[src/rtl/hkst_pkg.sv]
package hkst_pkg;

    localparam int CAPACITY = 16;
    localparam int KEY_W    = 16;
    localparam int HELD_W   = 5;
    localparam int CNT_W    = $clog2(CAPACITY + 1);
    localparam int ADDR_W   = (CAPACITY > 1) ? $clog2(CAPACITY) : 1;

    localparam logic OP_EVENT = 1'b0;
    localparam logic OP_FLUSH = 1'b1;

    typedef enum logic [3:0] {
        ST_IDLE  = 4'b0001,
        ST_SCAN  = 4'b0010,
        ST_MOVE  = 4'b0100,
        ST_FLUSH = 4'b1000
    } state_t;

    // held_count is reported as the low bits of the fill count
    function automatic logic [HELD_W-1:0] held_bits(input logic [CNT_W-1:0] c);
        logic [CNT_W+HELD_W-1:0] w;
        w = {{HELD_W{1'b0}}, c};
        return w[HELD_W-1:0];
    endfunction

endpackage

[src/rtl/hkst_ram.sv]
module hkst_ram #(
    parameter int WIDTH  = 16,
    parameter int DEPTH  = 16,
    parameter int ADDR_W = 4
) (
    input  logic              clk,
    input  logic              we,
    input  logic [ADDR_W-1:0] waddr,
    input  logic [WIDTH-1:0]  wdata,
    input  logic [ADDR_W-1:0] raddr,
    output logic [WIDTH-1:0]  rdata
);

    logic [WIDTH-1:0] mem [DEPTH];
    logic [WIDTH-1:0] rdata_reg;

    always_ff @(posedge clk)
    begin
        if (we)
        begin
            mem[waddr] <= wdata;
        end
        rdata_reg <= mem[raddr];
    end

    assign rdata = rdata_reg;

endmodule

[src/rtl/held_key_set_tracker_top.sv]
// channel   signals                                   handshake
// input     op, key_code, pressed                     start high while busy low
// result    accepted, out_key, key_valid,             strobe, one cycle per beat
//           held_count, last
//
// a key event does one key store read per cycle
// during the search, then one read and one write to move the last entry on a release.
// a flush does one stored key read per result beat.
// reset clears the fill count and the control state; the key store itself is never cleared.
// results cannot be stalled; busy stays high until the last beat is sent.
module held_key_set_tracker_top (
    input  logic        clk,
    input  logic        rst_n,
    input  logic        start,
    output logic        busy,
    input  logic        op,
    input  logic [15:0] key_code,
    input  logic        pressed,
    output logic        strobe,
    output logic        accepted,
    output logic [15:0] out_key,
    output logic        key_valid,
    output logic [4:0]  held_count,
    output logic        last
);

    hkst_pkg::state_t state_reg, state_next;

    logic [hkst_pkg::CNT_W-1:0]  count_reg, count_next;
    logic [hkst_pkg::CNT_W-1:0]  idx_reg, idx_next;
    logic [hkst_pkg::CNT_W-1:0]  pend_idx_reg, pend_idx_next;
    logic                        pend_reg, pend_next;
    logic                        pend_last_reg, pend_last_next;
    logic [hkst_pkg::ADDR_W-1:0] slot_reg, slot_next;
    logic [hkst_pkg::KEY_W-1:0]  key_reg, key_next;
    logic                        press_reg, press_next;

    logic                        strobe_reg, strobe_next;
    logic                        accepted_reg, accepted_next;
    logic [hkst_pkg::KEY_W-1:0]  out_key_reg, out_key_next;
    logic                        key_valid_reg, key_valid_next;
    logic [hkst_pkg::HELD_W-1:0] held_reg, held_next;
    logic                        last_reg, last_next;

    logic                        ram_we;
    logic [hkst_pkg::ADDR_W-1:0] ram_waddr;
    logic [hkst_pkg::KEY_W-1:0]  ram_wdata;
    logic [hkst_pkg::ADDR_W-1:0] ram_raddr;
    logic [hkst_pkg::KEY_W-1:0]  ram_rdata;

    logic                        hit;
    logic [hkst_pkg::CNT_W-1:0]  count_dec;

    hkst_ram #(
        .WIDTH  (hkst_pkg::KEY_W),
        .DEPTH  (hkst_pkg::CAPACITY),
        .ADDR_W (hkst_pkg::ADDR_W)
    ) u_keys (
        .clk   (clk),
        .we    (ram_we),
        .waddr (ram_waddr),
        .wdata (ram_wdata),
        .raddr (ram_raddr),
        .rdata (ram_rdata)
    );

    assign hit       = pend_reg && (ram_rdata == key_reg);
    assign count_dec = count_reg - hkst_pkg::CNT_W'(1);

    always_comb
    begin
        state_next     = state_reg;
        count_next     = count_reg;
        idx_next       = idx_reg;
        pend_idx_next  = pend_idx_reg;
        pend_next      = 1'b0;
        pend_last_next = 1'b0;
        slot_next      = slot_reg;
        key_next       = key_reg;
        press_next     = press_reg;

        strobe_next    = 1'b0;
        accepted_next  = accepted_reg;
        out_key_next   = out_key_reg;
        key_valid_next = key_valid_reg;
        held_next      = held_reg;
        last_next      = last_reg;

        ram_we    = 1'b0;
        ram_waddr = slot_reg;
        ram_wdata = key_reg;
        ram_raddr = idx_reg[hkst_pkg::ADDR_W-1:0];

        case (state_reg)
            hkst_pkg::ST_IDLE:
            begin
                if (start)
                begin
                    key_next   = key_code;
                    press_next = pressed;
                    idx_next   = '0;
                    if (op == hkst_pkg::OP_EVENT)
                    begin
                        state_next = hkst_pkg::ST_SCAN;
                    end
                    else if (count_reg == '0)
                    begin
                        strobe_next    = 1'b1;
                        accepted_next  = 1'b1;
                        out_key_next   = '0;
                        key_valid_next = 1'b0;
                        held_next      = '0;
                        last_next      = 1'b1;
                    end
                    else
                    begin
                        state_next = hkst_pkg::ST_FLUSH;
                    end
                end
            end

            hkst_pkg::ST_SCAN:
            begin
                strobe_next    = 1'b0;
                accepted_next  = 1'b1;
                out_key_next   = key_reg;
                key_valid_next = 1'b1;
                last_next      = 1'b1;
                held_next      = hkst_pkg::held_bits(count_reg);
                if (hit)
                begin
                    if (press_reg)
                    begin
                        // duplicate press
                        strobe_next   = 1'b1;
                        accepted_next = 1'b0;
                        state_next    = hkst_pkg::ST_IDLE;
                    end
                    else
                    begin
                        // fetch the last entry to fill the hole
                        ram_raddr  = count_dec[hkst_pkg::ADDR_W-1:0];
                        slot_next  = pend_idx_reg[hkst_pkg::ADDR_W-1:0];
                        state_next = hkst_pkg::ST_MOVE;
                    end
                end
                else if (idx_reg < count_reg)
                begin
                    pend_next     = 1'b1;
                    pend_idx_next = idx_reg;
                    idx_next      = idx_reg + hkst_pkg::CNT_W'(1);
                end
                else
                begin
                    strobe_next = 1'b1;
                    state_next  = hkst_pkg::ST_IDLE;
                    if (press_reg)
                    begin
                        if (count_reg >= hkst_pkg::CNT_W'(hkst_pkg::CAPACITY))
                        begin
                            accepted_next = 1'b0;
                        end
                        else
                        begin
                            ram_we     = 1'b1;
                            ram_waddr  = count_reg[hkst_pkg::ADDR_W-1:0];
                            ram_wdata  = key_reg;
                            count_next = count_reg + hkst_pkg::CNT_W'(1);
                            held_next  = hkst_pkg::held_bits(count_next);
                        end
                    end
                end
            end

            hkst_pkg::ST_MOVE:
            begin
                ram_we         = 1'b1;
                ram_waddr      = slot_reg;
                ram_wdata      = ram_rdata;
                count_next     = count_dec;
                strobe_next    = 1'b1;
                accepted_next  = 1'b1;
                out_key_next   = key_reg;
                key_valid_next = 1'b1;
                held_next      = hkst_pkg::held_bits(count_dec);
                last_next      = 1'b1;
                state_next     = hkst_pkg::ST_IDLE;
            end

            hkst_pkg::ST_FLUSH:
            begin
                if (idx_reg < count_reg)
                begin
                    pend_next      = 1'b1;
                    pend_last_next = (idx_reg == count_dec);
                    idx_next       = idx_reg + hkst_pkg::CNT_W'(1);
                end
                if (pend_reg)
                begin
                    strobe_next    = 1'b1;
                    accepted_next  = 1'b1;
                    out_key_next   = ram_rdata;
                    key_valid_next = 1'b1;
                    held_next      = '0;
                    last_next      = pend_last_reg;
                    if (pend_last_reg)
                    begin
                        count_next = '0;
                        state_next = hkst_pkg::ST_IDLE;
                    end
                end
            end

            default:
            begin
                state_next = hkst_pkg::ST_IDLE;
            end
        endcase
    end

    always_ff @(posedge clk or negedge rst_n)
    begin
        if (!rst_n)
        begin
            state_reg     <= hkst_pkg::ST_IDLE;
            count_reg     <= '0;
            pend_reg      <= 1'b0;
            pend_last_reg <= 1'b0;
            strobe_reg    <= 1'b0;
        end
        else
        begin
            state_reg     <= state_next;
            count_reg     <= count_next;
            pend_reg      <= pend_next;
            pend_last_reg <= pend_last_next;
            strobe_reg    <= strobe_next;
        end
    end

    always_ff @(posedge clk)
    begin
        idx_reg       <= idx_next;
        pend_idx_reg  <= pend_idx_next;
        slot_reg      <= slot_next;
        key_reg       <= key_next;
        press_reg     <= press_next;
        accepted_reg  <= accepted_next;
        out_key_reg   <= out_key_next;
        key_valid_reg <= key_valid_next;
        held_reg      <= held_next;
        last_reg      <= last_next;
    end

    assign busy       = (state_reg != hkst_pkg::ST_IDLE);
    assign strobe     = strobe_reg;
    assign accepted   = accepted_reg;
    assign out_key    = out_key_reg;
    assign key_valid  = key_valid_reg;
    assign held_count = held_reg;
    assign last       = last_reg;

    // flush beats leave back to back until the last one
    a_flush_contiguous: assert property (@(posedge clk) disable iff (!rst_n)
        strobe && !last |=> strobe)
        else $error("flush beat stream broken");

    a_empty_flush: assert property (@(posedge clk) disable iff (!rst_n)
        strobe && !key_valid |-> held_count == '0 && last && accepted)
        else $error("empty flush beat malformed");

    a_done_with_last: assert property (@(posedge clk) disable iff (!rst_n)
        $fell(busy) |-> strobe && last)
        else $error("item finished without a last beat");

    a_count_bound: assert property (@(posedge clk) disable iff (!rst_n)
        strobe |-> count_reg <= hkst_pkg::CNT_W'(hkst_pkg::CAPACITY))
        else $error("held key count above capacity");

endmodule
[config.mk]
export PLATFORM = sky130hd
export DESIGN_NAME = held_key_set_tracker_top
export DESIGN_NICKNAME = d
export VERILOG_FILES = /design/src/rtl/hkst_pkg.sv /design/src/rtl/hkst_ram.sv /design/src/rtl/held_key_set_tracker_top.sv
export SDC_FILE = /design/constraint.sdc
export NUM_CORES = 1
export LEC_CHECK = 0
export BUFFER_PORTS_ARGS = -buffer_cell sky130_fd_sc_hd__buf_2
export CORE_ASPECT_RATIO = 1.25
export CORE_MARGIN = 5
export CORE_UTILIZATION = 50
export CTS_BUF_LIST = sky130_fd_sc_hd__clkbuf_8
export DETAILED_ROUTE_END_ITERATION = 7
export GPL_TIMING_DRIVEN = 0
export PLACE_DENSITY = 0.66
export SLEW_MARGIN = 20
export SYNTH_ARGS = -nofsm -noshare
export SYNTH_HDL_FRONTEND = slang
export SYNTH_HIERARCHICAL = 1
export SYNTH_SLANG_ARGS = --single-unit
[constraint.sdc]
create_clock -name clk -period 12.1 [get_ports clk]
set_clock_uncertainty 0.2 [all_clocks]
set_input_delay 2.42 -clock clk [delete_from_list [all_inputs] [get_ports clk]]
set_output_delay 2.42 -clock clk [all_outputs]
set_load 0.03 [all_outputs]
==> results of run 1 <==
path summary, 6_finish.rpt:
check	startpoint	endpoint	slack [ns]	cells after the start
max in group asynchronous	rst_n	state_reg[0]	9.88	1
min in group asynchronous	rst_n	state_reg[2]	1.54	1
min	pend_idx_reg[2]	slot_reg[2]	0.23	0
min reg2reg	pend_idx_reg[2]	slot_reg[2]	0.23	0
max reg2reg	key_reg[15]	u_keys/rdata[10]	7.52	11
max	key_reg[15]	u_keys/rdata[10]	7.52	11
per-layer routing:
layer / GRT usage (%) / share of wire (%) / routed length [um] / vias to the layer above
li1: - / - / - / 3238
met1: 25.7 / 41 / 11900 / 3730
met2: 32.3 / 51 / 14700 / 241
met3: 4.13 / 6.1 / 1760 / 44
met4: 4.59 / 1.8 / 509 / 0
met5: 0 / 0 / 0 / -
through the flow:
stage,util (%),power (uW)
after CTS,57.6,3110
final,57.6,3090
after detailed placement,54.0,2230
after floorplan,-,2010
after global placement,53.1,2200
after global routing,57.6,3240
worst max-delay path, delay by kind of cell (launching register included):
| kind | cells | cell delay [ns] |
|---|---|---|
| and+or+nand+nor | 5 | 1.68 |
| DFF | 1 | 0.45 |
| AOI/OAI and AO/OA | 1 | 0.38 |
| xor gates and xnor gates | 1 | 0.24 |
| buffers and inverters | 2 | 0.84 |
| muxes | 2 | 0.66 |
cells by family after synthesis:
| family | Yosys count |
|---|---|
| xor+xnor | 28 |
| compound gates | 83 |
| fa+ha+maj | 9 |
| mux | 73 |
| simple gates | 171 |
| buf+inv | 49 |
| flops | 338 |
power groups by stage:
stage | logic [uW] | clock network (uW) | registers (uW)
2_1_floorplan | 519 | 0 | 1490
3_3_place_gp | 713 | 0 | 1490
3_5_place_dp | 737 | 0 | 1490
4_1_cts | 739 | 905 | 1470
5_1_grt | 795 | 965 | 1480
6_report | 737 | 884 | 1470
cell type report:
class                   count  area, sq um
fillers                  2011        11400
flip-flops and latches    338         9930
multi-input cells         364         3460
clock buffers              51          702
well taps                 345          432
repair buffers             65          425
clock inverters            41          260
plain buffers              38          209
inverters                  11         41.3
cell usage in the layout (no fill, tap or decap), types with 4 or more instances in the layout:
cell type / n
nor3_2: 6
nand4_1: 7
buf_6: 14
a22o_1: 16
buf_4: 12
clkinv_1: 16
buf_2: 51
clkbuf_1: 19
nand2b_1: 6
nand2_1: 82
nor3_1: 6
ha_1: 9
and2_1: 4
inv_1: 17
nor2_2: 12
a22oi_1: 33
edfxtp_1: 310
mux4_2: 54
nor2_1: 18
nand3_1: 4
dfxtp_1: 16
buf_1: 4
o31ai_1: 5
mux2_2: 6
mux4_1: 10
xnor2_1: 27
a21oi_1: 8
clkbuf_8: 51
clkinv_2: 14
nor2b_1: 5
dfrtp_1: 11
==> metrics.txt, run 1 <==
Vias per Instance=5.79; Setup WS pre-CTS=7.57 ns; clock sinks=338; worst endpoint data arrival time=4.81 ns; initial antenna violation count=0; Clk pwr share=28.6%; status=finished clean; actual slew at the worst max-slew pin=0.969 ns; first-pass GRT wire length=45100 um; final setup fails=0; postcts setup bufs=0; Final Hold Viols=0; WHS=0.229 ns; core area=26800 sq um; largest family of logic cells by synthesized area=multiplexers; hold_buf cts=0; Crit-path slowest cell=nor3_2; Netlist cell types=58; P_leak=0.00526 uW; largest net degree at the start of global routing=20; CTS tree=built; die area=30600 sq um; fmax=219 MHz; YS warnings=6; GPL Wtd Cong=0.853; Final Critical Period=4.58 ns; Reg with most FFs=u_keys/mem; drt wl/cell=23.0 um; crit path cell chain=xnor2_1 > nand4_1 > nor4_2 > nand2_1 > nor3_2 > mux2i_1 > buf_2 > buf_1 > mux4_1 > a22oi_1 > nand2_1; max-slew violations=0; Cell Pwr Density=200 nW/um^2; CP max FO=10; xor and xnor area share after synthesis=1.81%; clk buf depth=3; Tcrit/Tclk final=37.8%; RSZ-0062 raised after global routing=no; share of synthesized cell area in and, or, nand and nor gates=6.17%; post-synthesis instance total=751; diode count=0; Mapped Area=13600 sq um; fraction of registers with async set/reset=3.55%; Synth Net Count=781; count leader, synth=edfxtp_1; EDFF count, synth=310; detailed-route via count=7253; total CTS buffers=50; fraction of power consumed by sequential logic=47.6%; layout cells sized above 1=26.5%; Post-synth top cells=edfxtp_1, nand2_1, mux4_2, a22oi_1, nor2_1; max reg flops=256; Post-Synth Adder-Cell Area=0.829%; post-route setup TNS=0 ns; sw power=924 uW; final wirelength=28900 um; switching share of power=29.9%; area grow syn2layout=13.8%; 1st-iter DRT viols=514; most frequent CP cell=nand2_1; Final ANT Viol Nets=0; DIE WIDTH=157 um; Slew HR=35.4%; PnR worst setup slack=7.52 ns; average size of a mapped cell=18.1 sq um; fin nets=898; First-pass DRT Iterations=4; Hold WC Path Type=flip-flop to flip-flop; critical path type=flip-flop to flip-flop; Clk Latency, worst-skew pair=0.57 ns; detailed-placement wirelength estimate=20100 um; post-synth top area share=68.5%; critical path startpoint category=flip-flop; Worst setup EP type=flip-flop; top post-synthesis cells by area=edfxtp_1, mux4_2, dfxtp_1; Area after DPL=14500 sq um; GRT Total Usage=19.2%; IO Pins=47; fin area=15500 sq um; Port Buf Inserts=46; Max Cap Violations=0; combinational share of power=23.8%; number of synthesized register bits=338; Post-CTS Resized=0; Starting Density=50.6%; row count=67; worst IR drop on VDD=0.0000945 V; Post-synth top flop=edfxtp_1; post-synth top area cell=edfxtp_1; Finished Layout Cells=1253; DRC viols=0; Internal=2170 uW; Required @ worst endpoint=12.34 ns; post-synthesis mux area share=11.6%; Clock H-tree levels=2; Root Buffer=clkbuf_8; post-synthesis sequential area ratio=73.1%; vias in the first global route=7684; die height=194 um; CTS clk-pin slew, worst paths=0.07 ns; post-synthesis compound-gate area fraction=4.64%; placed cells=1161; CP peak stage delay=0.63 ns; gr ovfl total=0
(Power assumes the default switching activity.)
==> run 2: changes to the inputs <==
==> constraint.sdc (replaced) <==
create_clock -name clk -period 4.5 [get_ports clk]
set_clock_uncertainty 0.2 [all_clocks]
set_input_delay 0.9 -clock clk [delete_from_list [all_inputs] [get_ports clk]]
set_output_delay 0.9 -clock clk [all_outputs]
set_load 0.03 [all_outputs]
==> metrics.txt, run 2 (same netlist as run 1, synthesis figures left out) <==
detailed-placement wirelength estimate=20100 um; Finished Layout Cells=1254; gr ovfl total=0; Finished Core Util=57.7%; initial antenna violation count=0; fillers=2017; die height=194 um; Root Buffer=clkbuf_8; 1st-iter DRT viols=479; status=finished clean; Starting Density=50.6%; Final Hold Viols=0; Max Cap Violations=0; CP max FO=10; actual slew at the worst max-slew pin=0.977 ns; Clk pwr share=28.6%; sw power=2480 uW; Clock H-tree levels=2; post-route setup TNS=0 ns; commonest non-fill, non-tap cells in the layout=edfxtp_1, nand2_1, mux4_2; total CTS buffers=50; switching share of power=29.9%; IO Pins=47; Internal=5830 uW; largest net degree at the start of global routing=20; GRT Total Usage=19.2%; vias in the first global route=7685; Final Critical Period=4.35 ns; power after layout=8310 uW; max reg flops=256; layout cells sized above 1=27.0%; P_leak=0.00529 uW; DIE WIDTH=157 um; Vias per Instance=5.78; placed cells=1161; clk buf depth=3; fin nets=899; core area=26800 sq um; area grow syn2layout=14.0%; DRC viols=0; Cell Pwr Density=537 nW/um^2; detailed-route via count=7254; Clk Latency, worst-skew pair=0.56 ns; max-slew violations=0; critical path type=flip-flop to flip-flop; Required @ worst endpoint=4.55 ns; Port Buf Inserts=46; Reg2Reg Setup Slack=0.15 ns; diode count=0; final wirelength=28800 um; clock sinks=338; die area=30600 sq um; commonest non-fill, non-tap cell in the layout=edfxtp_1; Hold WC Path Type=flip-flop to flip-flop; drt wl/cell=23.0 um; WHS=0.229 ns; fraction of power consumed by sequential logic=47.6%; CTS clk-pin slew, worst paths=0.06 ns; CTS tree=built; First-pass DRT Iterations=5; row count=67; GPL Wtd Cong=0.853; Final ANT Viol Nets=0; Slew HR=34.8%; Reg with most FFs=u_keys/mem; fmax=230 MHz; worst endpoint data arrival time=4.40 ns; combinational share of power=23.8%; Tcrit/Tclk final=96.6%; first-pass GRT wire length=45100 um; critical path startpoint category=flip-flop; Worst setup EP type=flip-flop; final setup fails=0; RSZ-0062 raised after global routing=no; worst IR drop on VDD=0.000256 V
run 2: cell types whose count changed in the layout (fill, tap and decap cells not counted):
cell / previous run / this run
buf_1: 4 / 1
clkbuf_2: 0 / 3
nor3_2: 6 / 4
nor3_4: 0 / 2
buf_4: 12 / 13
clkbuf_1: 19 / 18
dlygate4sd3_1: 0 / 1
run 2: power groups by stage:
stage	clock (uW)	sequential (uW)	combinational (uW)
after floorplan	0	4000	1400
after global placement	0	4010	1920
after detailed placement	0	4020	1980
after CTS	2430	3950	1990
after global routing	2590	3980	2140
final	2380	3960	1980
run 2: final timing paths:
check / start / endpoint / depth (start not counted)
min in group asynchronous: rst_n / state_reg[2] / 2
worst min register to register: pend_idx_reg[2] / slot_reg[2] / 0
worst max register to register: count_reg[1] / u_keys/mem[1][4] / 12
worst min-delay path: pend_idx_reg[2] / slot_reg[2] / 0
max in group asynchronous: rst_n / state_reg[0] / 2
worst max-delay path: count_reg[1] / u_keys/mem[1][4] / 12
run 2: per-layer routing:
metal	routed length (um)	up-vias	GRT usage (%)
li1	-	3240	-
met1	11900	3735	25.7
met2	14700	236	32.3
met3	1770	43	4.13
met4	499	0	4.59
met5	0	-	0
run 2: layout make-up:
cell class | count | area [sq um] | area share [%]
Multi-Input combinational cell | 364 | 3470 | 22.4
Tap cell | 345 | 432 | 2.79
Inverter | 11 | 41.3 | 0.267
Buffer | 37 | 209 | 1.35
Clock inverter | 41 | 260 | 1.68
Timing Repair Buffer | 67 | 443 | 2.86
Clock buffer | 51 | 702 | 4.53
Sequential cell | 338 | 9930 | 64.1
run 2: timing repair:
action / CTS / global route
gates resized for setup: 1 / 4
hold endpoints to repair: 4 / 0
endpoints found under the setup margin: 4 / 44
buffers inserted: 0 / 1
pin swaps: 0 / 1
hold buffers: 1 / 0
run 2: critical path, cell delays in order (launching register included):
cell,delay (ns)
dfrtp_1,0.47
inv_1,0.16
ha_1,0.30
nor2b_1,0.11
o21ai_0,0.10
a21oi_1,0.37
nor2_1,0.20
nor4_4,0.27
buf_4,0.19
mux2_2,0.39
or3b_2,0.57
nor2_2,0.45
buf_6,0.25
run 2: through the flow:
stage	setup WS (ns)	area (sq um)
after global placement	-1.43	14200
final	0.152	15500
after global routing	0.0363	15500
after floorplan	0.0878	13600
after detailed placement	-0.0307	14500
after CTS	0.0439	15500
